## src/rtl/efrx_pkg.sv

```systemverilog
// Shared definitions for the escaped frame receiver with XOR check.
// Holds register indexes, reset values, status codes and the byte class type.
// No dependencies.
package efrx_pkg;

   // Depth of the frame store unless the top level overrides it.
   localparam int STORE_DEPTH_DEF = 64;

   // Frame layout limits.
   localparam int MIN_FRAME   = 3;
   localparam int MAX_PAYLOAD = 62;

   // Configuration register indexes.
   localparam logic [1:0] REG_START_CODE   = 2'd0;
   localparam logic [1:0] REG_END_CODE     = 2'd1;
   localparam logic [1:0] REG_ESCAPE_CODE  = 2'd2;
   localparam logic [1:0] REG_PAYLOAD_SIZE = 2'd3;

   // Configuration reset values.
   localparam logic [7:0] START_CODE_RST   = 8'd2;
   localparam logic [7:0] END_CODE_RST     = 8'd3;
   localparam logic [7:0] ESCAPE_CODE_RST  = 8'd16;
   localparam logic [5:0] PAYLOAD_SIZE_RST = 6'd8;

   // Result status codes.
   localparam logic [1:0] ST_OK    = 2'd0;
   localparam logic [1:0] ST_SHORT = 2'd1;
   localparam logic [1:0] ST_LEN   = 2'd2;
   localparam logic [1:0] ST_CHECK = 2'd3;

   // Which control codes a received byte matches.
   typedef struct packed {
      logic esc;
      logic start;
      logic stop;
   } efrx_class_type;

endpackage

```

## src/rtl/efrx_class.sv

```systemverilog
// Byte classifier: compares a received byte against the control codes.
// Depends on efrx_pkg for the class struct.
module efrx_class (
   input  logic [7:0]              rx_byte,
   input  logic [7:0]              start_code,
   input  logic [7:0]              end_code,
   input  logic [7:0]              escape_code,
   output efrx_pkg::efrx_class_type cls
);
   import efrx_pkg::*;

   // Priority among matches is resolved by the sequencer.
   always_comb begin
      cls.esc   = (rx_byte == escape_code);
      cls.start = (rx_byte == start_code);
      cls.stop  = (rx_byte == end_code);
   end

endmodule

```

## src/rtl/efrx_seq.sv

```systemverilog
// Frame sequencer: stores unescaped bytes, checks a closed frame and drains
// its payload through one registered read port. Depends on efrx_pkg.
module efrx_seq #(
   parameter int STORE_DEPTH = efrx_pkg::STORE_DEPTH_DEF
) (
   input  logic                    clock,
   input  logic                    reset,
   input  logic                    req_tvalid,
   output logic                    req_tready,
   input  logic [7:0]              req_tdata,
   input  efrx_pkg::efrx_class_type cls,
   input  logic [5:0]              payload_size,
   output logic                    rsp_tvalid,
   input  logic                    rsp_tready,
   output logic [7:0]              rsp_tdata,
   output logic [1:0]              rsp_tuser,
   output logic                    rsp_tlast
);
   import efrx_pkg::*;

   localparam int CW = $clog2(STORE_DEPTH + 1);
   localparam int AW = $clog2(STORE_DEPTH);

   localparam logic [2:0] S_IDLE   = 3'd0;
   localparam logic [2:0] S_CHK_RD = 3'd1;
   localparam logic [2:0] S_CHK    = 3'd2;
   localparam logic [2:0] S_RD     = 3'd3;
   localparam logic [2:0] S_LOAD   = 3'd4;
   localparam logic [2:0] S_OUT    = 3'd5;

   logic [2:0]    state_ff, state_in;
   logic [CW-1:0] count_ff, count_in;
   logic [CW-1:0] idx_ff, idx_in;
   logic          in_frame_ff, in_frame_in;
   logic          esc_ff, esc_in;
   logic [7:0]    xor_ff, xor_in;
   logic [7:0]    last_ff, last_in;
   logic          rsp_valid_ff, rsp_valid_in;
   logic [7:0]    rsp_data_ff, rsp_data_in;
   logic [1:0]    rsp_status_ff, rsp_status_in;
   logic          rsp_last_ff, rsp_last_in;

   logic [7:0]    mem [STORE_DEPTH];
   logic [7:0]    rdata_ff;
   logic          wr_en;
   logic [AW-1:0] wr_addr;
   logic          accept;
   logic          store_req;
   logic          store_full;
   logic          err_short, err_len, err_check;

   assign req_tready = (state_ff == S_IDLE);
   assign accept     = req_tvalid && req_tready;
   assign store_full = (count_ff == CW'(STORE_DEPTH));
   assign wr_addr    = count_ff[AW-1:0];

   // Frame checks, valid while the length byte sits in the read register.
   assign err_short = (count_ff < CW'(MIN_FRAME));
   assign err_len   = (payload_size > 6'(MAX_PAYLOAD))
                   || (rdata_ff != {2'b00, payload_size})
                   || (9'(count_ff) != 9'(payload_size) + 9'd2);
   assign err_check = ((xor_ff ^ last_ff) != last_ff);

   // Sequencer next state.
   always_comb begin
      state_in      = state_ff;
      count_in      = count_ff;
      idx_in        = idx_ff;
      in_frame_in   = in_frame_ff;
      esc_in        = esc_ff;
      xor_in        = xor_ff;
      last_in       = last_ff;
      rsp_valid_in  = rsp_valid_ff;
      rsp_data_in   = rsp_data_ff;
      rsp_status_in = rsp_status_ff;
      rsp_last_in   = rsp_last_ff;
      store_req     = 1'b0;
      wr_en         = 1'b0;
      case (state_ff)
         S_IDLE: begin
            if (accept) begin
               if (esc_ff) begin
                  esc_in    = 1'b0;
                  store_req = in_frame_ff;
               end else if (cls.esc) begin
                  esc_in = 1'b1;
               end else if (cls.start) begin
                  in_frame_in = 1'b1;
                  count_in    = '0;
                  xor_in      = '0;
               end else if (in_frame_ff) begin
                  if (cls.stop) begin
                     in_frame_in = 1'b0;
                     idx_in      = '0;
                     state_in    = S_CHK_RD;
                  end else begin
                     store_req = 1'b1;
                  end
               end
            end
            // A byte that finds the store full drops the frame.
            if (store_req) begin
               if (store_full) begin
                  in_frame_in = 1'b0;
                  count_in    = '0;
                  xor_in      = '0;
               end else begin
                  wr_en    = 1'b1;
                  count_in = count_ff + CW'(1);
                  xor_in   = xor_ff ^ req_tdata;
                  last_in  = req_tdata;
               end
            end
         end
         S_CHK_RD: begin
            state_in = S_CHK;
         end
         S_CHK: begin
            count_in = '0;
            xor_in   = '0;
            if (err_short || err_len || err_check) begin
               rsp_valid_in  = 1'b1;
               rsp_data_in   = '0;
               rsp_last_in   = 1'b1;
               rsp_status_in = err_short ? ST_SHORT : (err_len ? ST_LEN : ST_CHECK);
               state_in      = S_OUT;
            end else begin
               idx_in   = CW'(1);
               state_in = S_RD;
            end
         end
         S_RD: begin
            state_in = S_LOAD;
         end
         S_LOAD: begin
            rsp_valid_in  = 1'b1;
            rsp_data_in   = rdata_ff;
            rsp_status_in = ST_OK;
            rsp_last_in   = (9'(idx_ff) == 9'(payload_size));
            state_in      = S_OUT;
         end
         S_OUT: begin
            if (rsp_tready) begin
               rsp_valid_in = 1'b0;
               if (rsp_last_ff) begin
                  state_in = S_IDLE;
               end else begin
                  idx_in   = idx_ff + CW'(1);
                  state_in = S_RD;
               end
            end
         end
         default: begin
            state_in = S_IDLE;
         end
      endcase
   end

   // Control registers.
   always_ff @(posedge clock) begin
      if (reset) begin
         state_ff     <= S_IDLE;
         count_ff     <= '0;
         idx_ff       <= '0;
         in_frame_ff  <= 1'b0;
         esc_ff       <= 1'b0;
         xor_ff       <= '0;
         rsp_valid_ff <= 1'b0;
      end else begin
         state_ff     <= state_in;
         count_ff     <= count_in;
         idx_ff       <= idx_in;
         in_frame_ff  <= in_frame_in;
         esc_ff       <= esc_in;
         xor_ff       <= xor_in;
         rsp_valid_ff <= rsp_valid_in;
      end
   end

   // Payload registers.
   always_ff @(posedge clock) begin
      last_ff       <= last_in;
      rsp_data_ff   <= rsp_data_in;
      rsp_status_ff <= rsp_status_in;
      rsp_last_ff   <= rsp_last_in;
   end

   // Frame store with one write port and one registered read port.
   always_ff @(posedge clock) begin
      if (wr_en) begin
         mem[wr_addr] <= req_tdata;
      end
      rdata_ff <= mem[idx_ff[AW-1:0]];
   end

   assign rsp_tvalid = rsp_valid_ff;
   assign rsp_tdata  = rsp_data_ff;
   assign rsp_tuser  = rsp_status_ff;
   assign rsp_tlast  = rsp_last_ff;

   // A pending word is only ever presented from the output state.
   a_valid_in_out: assert property (@(posedge clock) disable iff (reset)
      rsp_valid_ff |-> (state_ff == S_OUT))
      else $error("result word valid outside the output state");

   // Input is never taken while a result word waits.
   a_no_overlap: assert property (@(posedge clock) disable iff (reset)
      req_tready |-> !rsp_tvalid)
      else $error("input ready while a result word is pending");

   // The stored byte count never passes the store depth.
   a_count_bound: assert property (@(posedge clock) disable iff (reset)
      count_ff <= CW'(STORE_DEPTH))
      else $error("byte count beyond store depth");

   // A load always produces a result word in the next cycle.
   a_load_emits: assert property (@(posedge clock) disable iff (reset)
      (state_ff == S_LOAD) |=> rsp_valid_ff)
      else $error("load state did not present a result word");

   // An error word always closes the run.
   a_error_last: assert property (@(posedge clock) disable iff (reset)
      (rsp_valid_ff && (rsp_status_ff != ST_OK)) |-> rsp_last_ff)
      else $error("error word without last mark");

endmodule

```

## src/rtl/escaped_frame_receiver_xor_check_core.sv

```systemverilog
// A non-end byte is taken while idle and the block is ready again next cycle. An end
// byte starts a check through the store read port in S_CHK_RD and S_CHK; an error word
// is registered in S_CHK and shown in S_OUT, each payload word passes S_RD, S_LOAD and
// S_OUT, held there by an output stall; no input is taken until the last word is taken.
// Reset is synchronous and clears control state and registers; the store is not cleared.
module escaped_frame_receiver_xor_check_core #(
   parameter int STORE_DEPTH = efrx_pkg::STORE_DEPTH_DEF
) (
   input  logic       clock,
   input  logic       reset,
   input  logic       req_tvalid,
   output logic       req_tready,
   input  logic [7:0] req_tdata,   // [7:0] rx_byte
   output logic       rsp_tvalid,
   input  logic       rsp_tready,
   output logic [7:0] rsp_tdata,   // [7:0] out_byte
   output logic [1:0] rsp_tuser,   // [1:0] status
   output logic       rsp_tlast,
   input  logic       csr_we,
   input  logic [1:0] csr_index,
   input  logic [7:0] csr_wdata
);
   import efrx_pkg::*;

   logic [7:0]     start_ff, start_in;
   logic [7:0]     end_ff, end_in;
   logic [7:0]     escape_ff, escape_in;
   logic [5:0]     size_ff, size_in;
   efrx_class_type cls;

   // Configuration register writes.
   always_comb begin
      start_in  = start_ff;
      end_in    = end_ff;
      escape_in = escape_ff;
      size_in   = size_ff;
      if (csr_we) begin
         case (csr_index)
            REG_START_CODE:   start_in  = csr_wdata;
            REG_END_CODE:     end_in    = csr_wdata;
            REG_ESCAPE_CODE:  escape_in = csr_wdata;
            REG_PAYLOAD_SIZE: size_in   = csr_wdata[5:0];
            default: begin
            end
         endcase
      end
   end

   always_ff @(posedge clock) begin
      if (reset) begin
         start_ff  <= START_CODE_RST;
         end_ff    <= END_CODE_RST;
         escape_ff <= ESCAPE_CODE_RST;
         size_ff   <= PAYLOAD_SIZE_RST;
      end else begin
         start_ff  <= start_in;
         end_ff    <= end_in;
         escape_ff <= escape_in;
         size_ff   <= size_in;
      end
   end

   efrx_class u_class (
      .rx_byte     (req_tdata),
      .start_code  (start_ff),
      .end_code    (end_ff),
      .escape_code (escape_ff),
      .cls         (cls)
   );

   efrx_seq #(
      .STORE_DEPTH (STORE_DEPTH)
   ) u_seq (
      .clock        (clock),
      .reset        (reset),
      .req_tvalid   (req_tvalid),
      .req_tready   (req_tready),
      .req_tdata    (req_tdata),
      .cls          (cls),
      .payload_size (size_ff),
      .rsp_tvalid   (rsp_tvalid),
      .rsp_tready   (rsp_tready),
      .rsp_tdata    (rsp_tdata),
      .rsp_tuser    (rsp_tuser),
      .rsp_tlast    (rsp_tlast)
   );

endmodule
```

## config.mk

```make
export PLATFORM = sky130hd
export DESIGN_NAME = escaped_frame_receiver_xor_check_core
export DESIGN_NICKNAME = d
export VERILOG_FILES = /design/src/rtl/efrx_pkg.sv /design/src/rtl/efrx_class.sv /design/src/rtl/efrx_seq.sv /design/src/rtl/escaped_frame_receiver_xor_check_core.sv
export SDC_FILE = /design/constraint.sdc
export NUM_CORES = 1
export LEC_CHECK = 0
export ABC_AREA = 0
export BUFFER_PORTS_ARGS = -buffer_cell sky130_fd_sc_hd__buf_2
export CAP_MARGIN = 20
export CORE_MARGIN = 8
export CORE_UTILIZATION = 50
export CTS_CLUSTER_SIZE = 25
export DETAILED_ROUTE_END_ITERATION = 16
export PLACE_DENSITY = 0.72
export SETUP_SLACK_MARGIN = 0.05
export SYNTH_ARGS = -nofsm -noshare
export SYNTH_HDL_FRONTEND = slang
export SYNTH_SLANG_ARGS = --single-unit
```

## constraint.sdc

```tcl
create_clock -name clock -period 2.6 [get_ports clock]
set_input_delay 0.26 -clock clock [delete_from_list [all_inputs] [get_ports clock]]
set_output_delay 0.26 -clock clock [all_outputs]
set_load 0.02 [all_outputs]
```

==> results of run 1 <==
## report_power, final
part           total, W  switching [W]  leakage [nW]  internal, W
logic          0.000364       0.000276          2.61    0.0000883
registers        0.0103      0.0000154          5.24       0.0103
clock network   0.00842        0.00348         0.922      0.00494
total            0.0191        0.00377          8.78       0.0153
## final timing paths
path	start	end	slack [ns]	cells after the start
setup reg to reg	end_ff[2]	u_seq.mem[1][5]	0.03	9
setup / recovery	end_ff[2]	u_seq.mem[1][5]	0.03	9
hold reg to reg	escape_ff[6]	escape_ff[6]	0.47	2
hold / removal	reset	u_seq.idx_ff[0]	0.03	2
## cell families after synthesis
logic type,share of synthesized area
AND/OR/NAND/NOR,0.0600
multiplexers,0.157
adder cells (fa/ha/maj),0.00211
buffers and inverters,0.0162
flip-flops,0.717
AO/OA/AOI/OAI,0.0328
XOR/XNOR,0.0140
## repair_timing
| item | CTS | global route |
|---|---|---|
| pin swaps | 18 | 11 |
| hold buffers | 7 | 0 |
| resized for setup | 37 | 35 |
| endpoints found under the setup margin | 451 | 416 |
| hold endpoints to repair | 13 | 0 |
| setup buffers | 7 | 4 |
## through the flow
stage | area [um^2] | setup TNS (ns) | instances | setup slack [ns]
after floorplan | 23900 | -0.266 | 1307 | -0.00402
after global placement | 25400 | -58.03 | 1988 | -0.293
after detailed placement | 25400 | -72.47 | 1988 | -0.291
after CTS | 27600 | -0.0559 | 2105 | -0.00897
after global routing | 27800 | -0.0882 | 2111 | -0.00916
final | 27800 | 0 | 2111 | 0.0255
## layout make-up
cell class              instances  share of cell area
clock buffers                  67              0.0545
multi-input cells             633               0.240
inverters                       9             0.00122
repair buffers                160              0.0497
well taps                     615              0.0277
clock inverters                36              0.0138
flip-flops and latches        589               0.613
diodes                          2            0.000180
## sequential cells by signal (all words and copies together), names as in the netlist, 6 cells and up
| register | count |
|---|---|
| start_ff | 8 |
| u_seq.rsp_tdata | 8 |
| escape_ff | 8 |
| end_ff | 8 |
| u_seq.mem | 512 |
| u_seq.count_ff | 7 |
| u_seq.idx_ff | 7 |
| u_seq.xor_ff | 8 |
| size_ff | 6 |
| u_seq.rdata_ff | 8 |
## critical path, stage by stage (launching register included)
cell	delay, ns
dfxtp_1	0.37
xor2_1	0.23
nor4_2	0.08
nand2_2	0.10
a31oi_4	0.09
or3_4	0.34
buf_6	0.13
or4_4	0.49
buf_12	0.18
nor2_4	0.22
## layer usage
layer  global-route usage  vias up  share of wire
met5                    0        -              0
met4               0.0844        0          0.034
met3               0.0490       96          0.087
met2                0.337      654           0.48
met1                0.299     6727           0.40
li1                     -     5511              -
## cell usage in the layout (no fill, tap or decap), types with 7 or more instances in the layout
| cell type | Yosys | final |
|---|---|---|
| a221oi_1 | 9 | 9 |
| xor2_1 | 16 | 16 |
| buf_6 | 5 | 13 |
| nand2b_1 | 11 | 11 |
| dfxtp_1 | 66 | 59 |
| nand4_1 | 9 | 9 |
| nor2_4 | 1 | 40 |
| buf_2 | 22 | 35 |
| mux4_2 | 144 | 144 |
| mux2i_1 | 38 | 38 |
| edfxtp_1 | 523 | 523 |
| clkbuf_16 | 0 | 58 |
| nand2_1 | 65 | 65 |
| clkinv_2 | 0 | 8 |
| mux2_2 | 10 | 10 |
| nor2_2 | 16 | 25 |
| a22oi_1 | 8 | 8 |
| nor3b_1 | 11 | 11 |
| nand3_1 | 18 | 18 |
| buf_4 | 0 | 89 |
| xnor2_1 | 22 | 22 |
| nor2_1 | 82 | 34 |
| and2_1 | 11 | 11 |
| o21ai_0 | 25 | 25 |
| bufinv_16 | 0 | 8 |
| inv_1 | 9 | 9 |
| dlygate4sd3_1 | 0 | 7 |
| buf_12 | 0 | 16 |
| a21oi_1 | 40 | 40 |
| clkinv_1 | 0 | 13 |
| nor3_1 | 9 | 9 |
==> impl_metrics.tcl, run 1 <==
set metrics [dict create \
    rsz0062_at_grt "true" \
    worstSetupStartpointType "flip-flop" \
    final_nets 1476 \
    synth_edf_count 523 \
    portBuffers 35 \
    hold_violations 0 \
    syn-num-nets 1334 \
    routed_wl_mm 58.8 \
    yosys_register_bits 589 \
    synth_warnings 0 \
    cp_max_fo 8 \
    multi_input_comb_area_um2 6660 \
    async_flop_share 0 \
    status "completed" \
    drc 0 \
    syn_avg_cell_area_um2 18.2 \
    p_total_w 0.0191 \
    ys_seq_area_frac 0.717 \
    initial_core_util 0.501 \
    row_count 80 \
    dieArea_um2 54700 \
    synth_top_area_cell "edfxtp_1" \
    die_w_um 234 \
    gr-total-overflow 0 \
    die_y_um 234 \
    numCtsBuffers 56 \
    grt_antenna_before_repair 2 \
    synthDistinctLibCells 63 \
    clkSinkCount 589 \
    drtIter0Drc 1442 \
    dr.pass1.iters 5 \
    htreeDepth 2 \
    seq_area_um2 17000 \
    min_path_type "primary input to flip-flop" \
    avgRoutedWirePerCell_um 27.9 \
    period_needed_ns 2.57 \
    grt_first_pass_wirelength_mm 85.8 \
    gr-usage-all-layers 0.217 \
    synth_common_cells "523 x edfxtp_1, 144 x mux4_2, 82 x nor2_1, 66 x dfxtp_1, 65 x nand2_1" \
    end_kind "flip-flop" \
    fin_crit_sh 0.990 \
    synthFlopType "edfxtp_1" \
    dp_hpwl_mm 38.1 \
    gp_congestion 0.991 \
    vias_per_cell 6.15 \
    drtAntennaViolNets 0 \
    crit_type "flip-flop to flip-flop" \
    clk_latency_ns 0.61 \
    final_util 0.587 \
    cp_data_arrival_time_ns 2.85 \
    synth_area_leaders "edfxtp_1 66%, mux4_2 14%, dfxtp_1 5.6%, mux2i_1 1.6%, nor2_1 1.3%" \
    netlist_instances 1307 \
    grt_max_degree 67 \
    drv_cap 0 \
    p_leak_nw 8.78 \
    ir_drop_mv 0.473 \
    finClkSkew_ns 0.0285 \
    drv_slew 0 \
    area_growth_pct 17.1 \
    tightestPinTransition_ns 0.861 \
    cp.required_ns 2.87 \
    coreArea_um2 47300 \
    synth_top_area_frac 0.662 \
    fin_hold_ws_ns 0.0318 \
    max_slew_margin 0.426 \
    cts_tree "done" \
    power-per-cell-area_nw_per_um2 687 \
    clk_path_buf_depth 3 \
    cts.clk_slew.worst_paths_ns 0.06 \
    grt_pass1_vias 12700 \
    final-setup-viol-count 0 \
    synth.most_common_cell "edfxtp_1" \
    cts-root-buf "clkbuf_16" \
    syn_area_um2 23700 \
    io_pins 36 \
    drive_gt1_frac 0.324 \
    fillCellCount 3417 \
    clock.fmax_mhz 388 \
    vias 13000 \
]
No activity file was read; power rests on OpenSTA's default activity.
==> run 2, diff against run 1 <==
CORE_ASPECT_RATIO = 1.1   (was default)
CTS_CLUSTER_SIZE = 12   (was 25)
==> run 2 against run 1 <==
  * Largest power group unchanged
  * Flip-flop and latch count did not move
  * Critical path depth rose by 1
  * Sequential power barely moved
  * Final cell count fell by 1.6%
  * Maximum frequency fell by 1.8%
  * Critical endpoint is now u_seq.mem[51][5]
  * Power fell by 4.7%
  * Design area fell by 0.75%
  * The flow now finishes with violations (setup timing)
  * Utilization rose by 0.33 points
==> impl_metrics.tcl, run 2 (synthesized netlist as in run 1, its figures left out) <==
set metrics [dict create \
    drc 0 \
    io_pins 36 \
    avgRoutedWirePerCell_um 27.1 \
    fin_hold_ws_ns 0.0581 \
    cp_data_arrival_time_ns 2.92 \
    ir_drop_mv 0.412 \
    regMostFlops "u_seq.mem" \
    grt_first_pass_wirelength_mm 84.9 \
    gr-usage-all-layers 0.207 \
    r2r-end "u_seq.mem[51][5]" \
    violations "setup timing" \
    drv_slew 0 \
    largest_reg_flops 512 \
    die_y_um 244 \
    end_kind "flip-flop" \
    reg2reg_slack_ns -0.02 \
    crit_chain "xnor2_1 -> nand4_1 -> or2_4 -> a31oi_4 -> or3_4 -> buf_6 -> or4_4 -> buf_12 -> nor2_4 -> buf_6" \
    cp.required_ns 2.89 \
    clk_path_buf_depth 3 \
    p_total_w 0.0182 \
    drtAntennaViolNets 0 \
    min_from "req_tdata[6]" \
    portBuffers 35 \
    grt_max_degree 67 \
    cts_tree "done" \
    grt_pass1_vias 13100 \
    clock.fmax_mhz 381 \
    multi_input_comb_area_um2 6720 \
    cpLargestDelayFamily "simple AND/OR/NAND/NOR gates" \
    crit_type "flip-flop to flip-flop" \
    coreArea_um2 46700 \
    cts.clk_slew.worst_paths_ns 0.07 \
    rsz0062_at_grt "true" \
    setup_slack_ns -0.0219 \
    cts-root-buf "clkbuf_16" \
    p_leak_nw 8.66 \
    slowest_delay_ns 0.45 \
    row_count 83 \
    finClkSkew_ns 0.0256 \
    clk_latency_ns 0.60 \
    layout_common_cells "523 x edfxtp_1, 144 x mux4_2, 81 x buf_4" \
    fillCellCount 3316 \
    seq_area_um2 17000 \
    r2r-start "start_ff[2]" \
    dr.pass1.iters 6 \
    tightestPinTransition_ns 0.821 \
    htreeDepth 2 \
    diodes 0 \
    drive_gt1_frac 0.312 \
    period_needed_ns 2.62 \
    die_w_um 224 \
    initial_core_util 0.508 \
    slowest_stage "or4_4" \
    cp_max_fo 8 \
    crit_buf_inv 3 \
    hold_depth 2 \
    drv_cap 0 \
    vias_per_cell 6.14 \
    final_nets 1474 \
    routed_wl_mm 56.4 \
    min_path_type "primary input to flip-flop" \
    gp_congestion 0.867 \
    reg2regPathDepth 10 \
    drtIter0Drc 1201 \
    dieArea_um2 54700 \
    grt_antenna_before_repair 0 \
    numCtsBuffers 57 \
    max_slew_margin 0.451 \
    hold_violations 0 \
    area_growth_pct 16.2 \
    final_common_cell "edfxtp_1" \
    crit_top_cell "buf_6" \
    status "finished with violations" \
    fin_crit_sh 1.01 \
    gr-total-overflow 0 \
    whs_endpoint "u_seq.mem[53][6]" \
    power-per-cell-area_nw_per_um2 660 \
    vias 12800 \
    clkSinkCount 589 \
    worstSetupStartpointType "flip-flop" \
    final-setup-viol-count 29 \
    dp_hpwl_mm 36.6 \
]
-- run 2: per-layer routing --
| layer | up-vias | global-route usage | wire, um |
|---|---|---|---|
| met4 | 0 | 0.0913 | 2400 |
| met5 | - | 0 | 0 |
| li1 | 5503 | - | - |
| met3 | 120 | 0.0365 | 4260 |
| met2 | 603 | 0.334 | 27600 |
| met1 | 6529 | 0.274 | 22100 |
-- run 2: report_power, final --
part	total, W	internal, W	switching, W
registers	0.0103	0.0103	0.0000171
logic	0.000357	0.0000951	0.000262
clock network	0.00752	0.00422	0.00331
total	0.0182	0.0146	0.00359
-- run 2: worst max-delay path by stage --
stage,from,end,slack (ns),depth (start not counted)
2_1_floorplan,u_seq.state_ff[2],u_seq.mem[58][0],-0.004,9
3_3_place_gp,req_tdata[3],u_seq.mem[46][4],-0.33,10
3_5_place_dp,req_tdata[3],u_seq.mem[46][2],-0.36,10
4_1_cts,escape_ff[4],u_seq.mem[26][0],-0.05,8
5_1_grt,end_ff[0],u_seq.mem[8][0],-0.08,9
6_report,start_ff[2],u_seq.mem[51][5],-0.02,10
-- run 2: cell type report --
| cell class | count | area share |
|---|---|---|
| clock inverter | 8 | 0.00145 |
| inverter | 9 | 0.00122 |
| multi-input combinational | 633 | 0.243 |
| sequential | 589 | 0.618 |
| clock buffer | 87 | 0.0584 |
| timing repair buffer | 157 | 0.0504 |
| tap | 595 | 0.0270 |
-- run 2: timing repair --
item	CTS	global route
hold endpoints to repair	30	0
resized for setup	44	38
setup buffers	3	8
setup endpoints to repair	404	495
pin swaps	17	4
hold buffers	9	0
-- run 2: worst register-to-register path, delay by kind of cell (launching register included) --
| kind | cells | cell delay, ns |
|---|---|---|
| compound gates | 1 | 0.09 |
| simple gates | 5 | 1.28 |
| buf+inv | 3 | 0.48 |
| xor+xnor | 1 | 0.14 |
| flops | 1 | 0.34 |
-- run 2: stage by stage --
stage / setup slack (ns) / instances / setup TNS (ns) / utilization / area, um^2
after floorplan: -0.00402 / 1307 / -0.266 / - / 23900
after global placement: -0.325 / 1963 / -98.09 / 0.544 / 25400
after detailed placement: -0.360 / 1963 / -102.14 / 0.544 / 25400
after CTS: -0.0525 / 2070 / -2.91 / 0.585 / 27300
after global routing: -0.0800 / 2078 / -9.96 / 0.590 / 27600
final: -0.0219 / 2078 / -0.283 / 0.590 / 27600
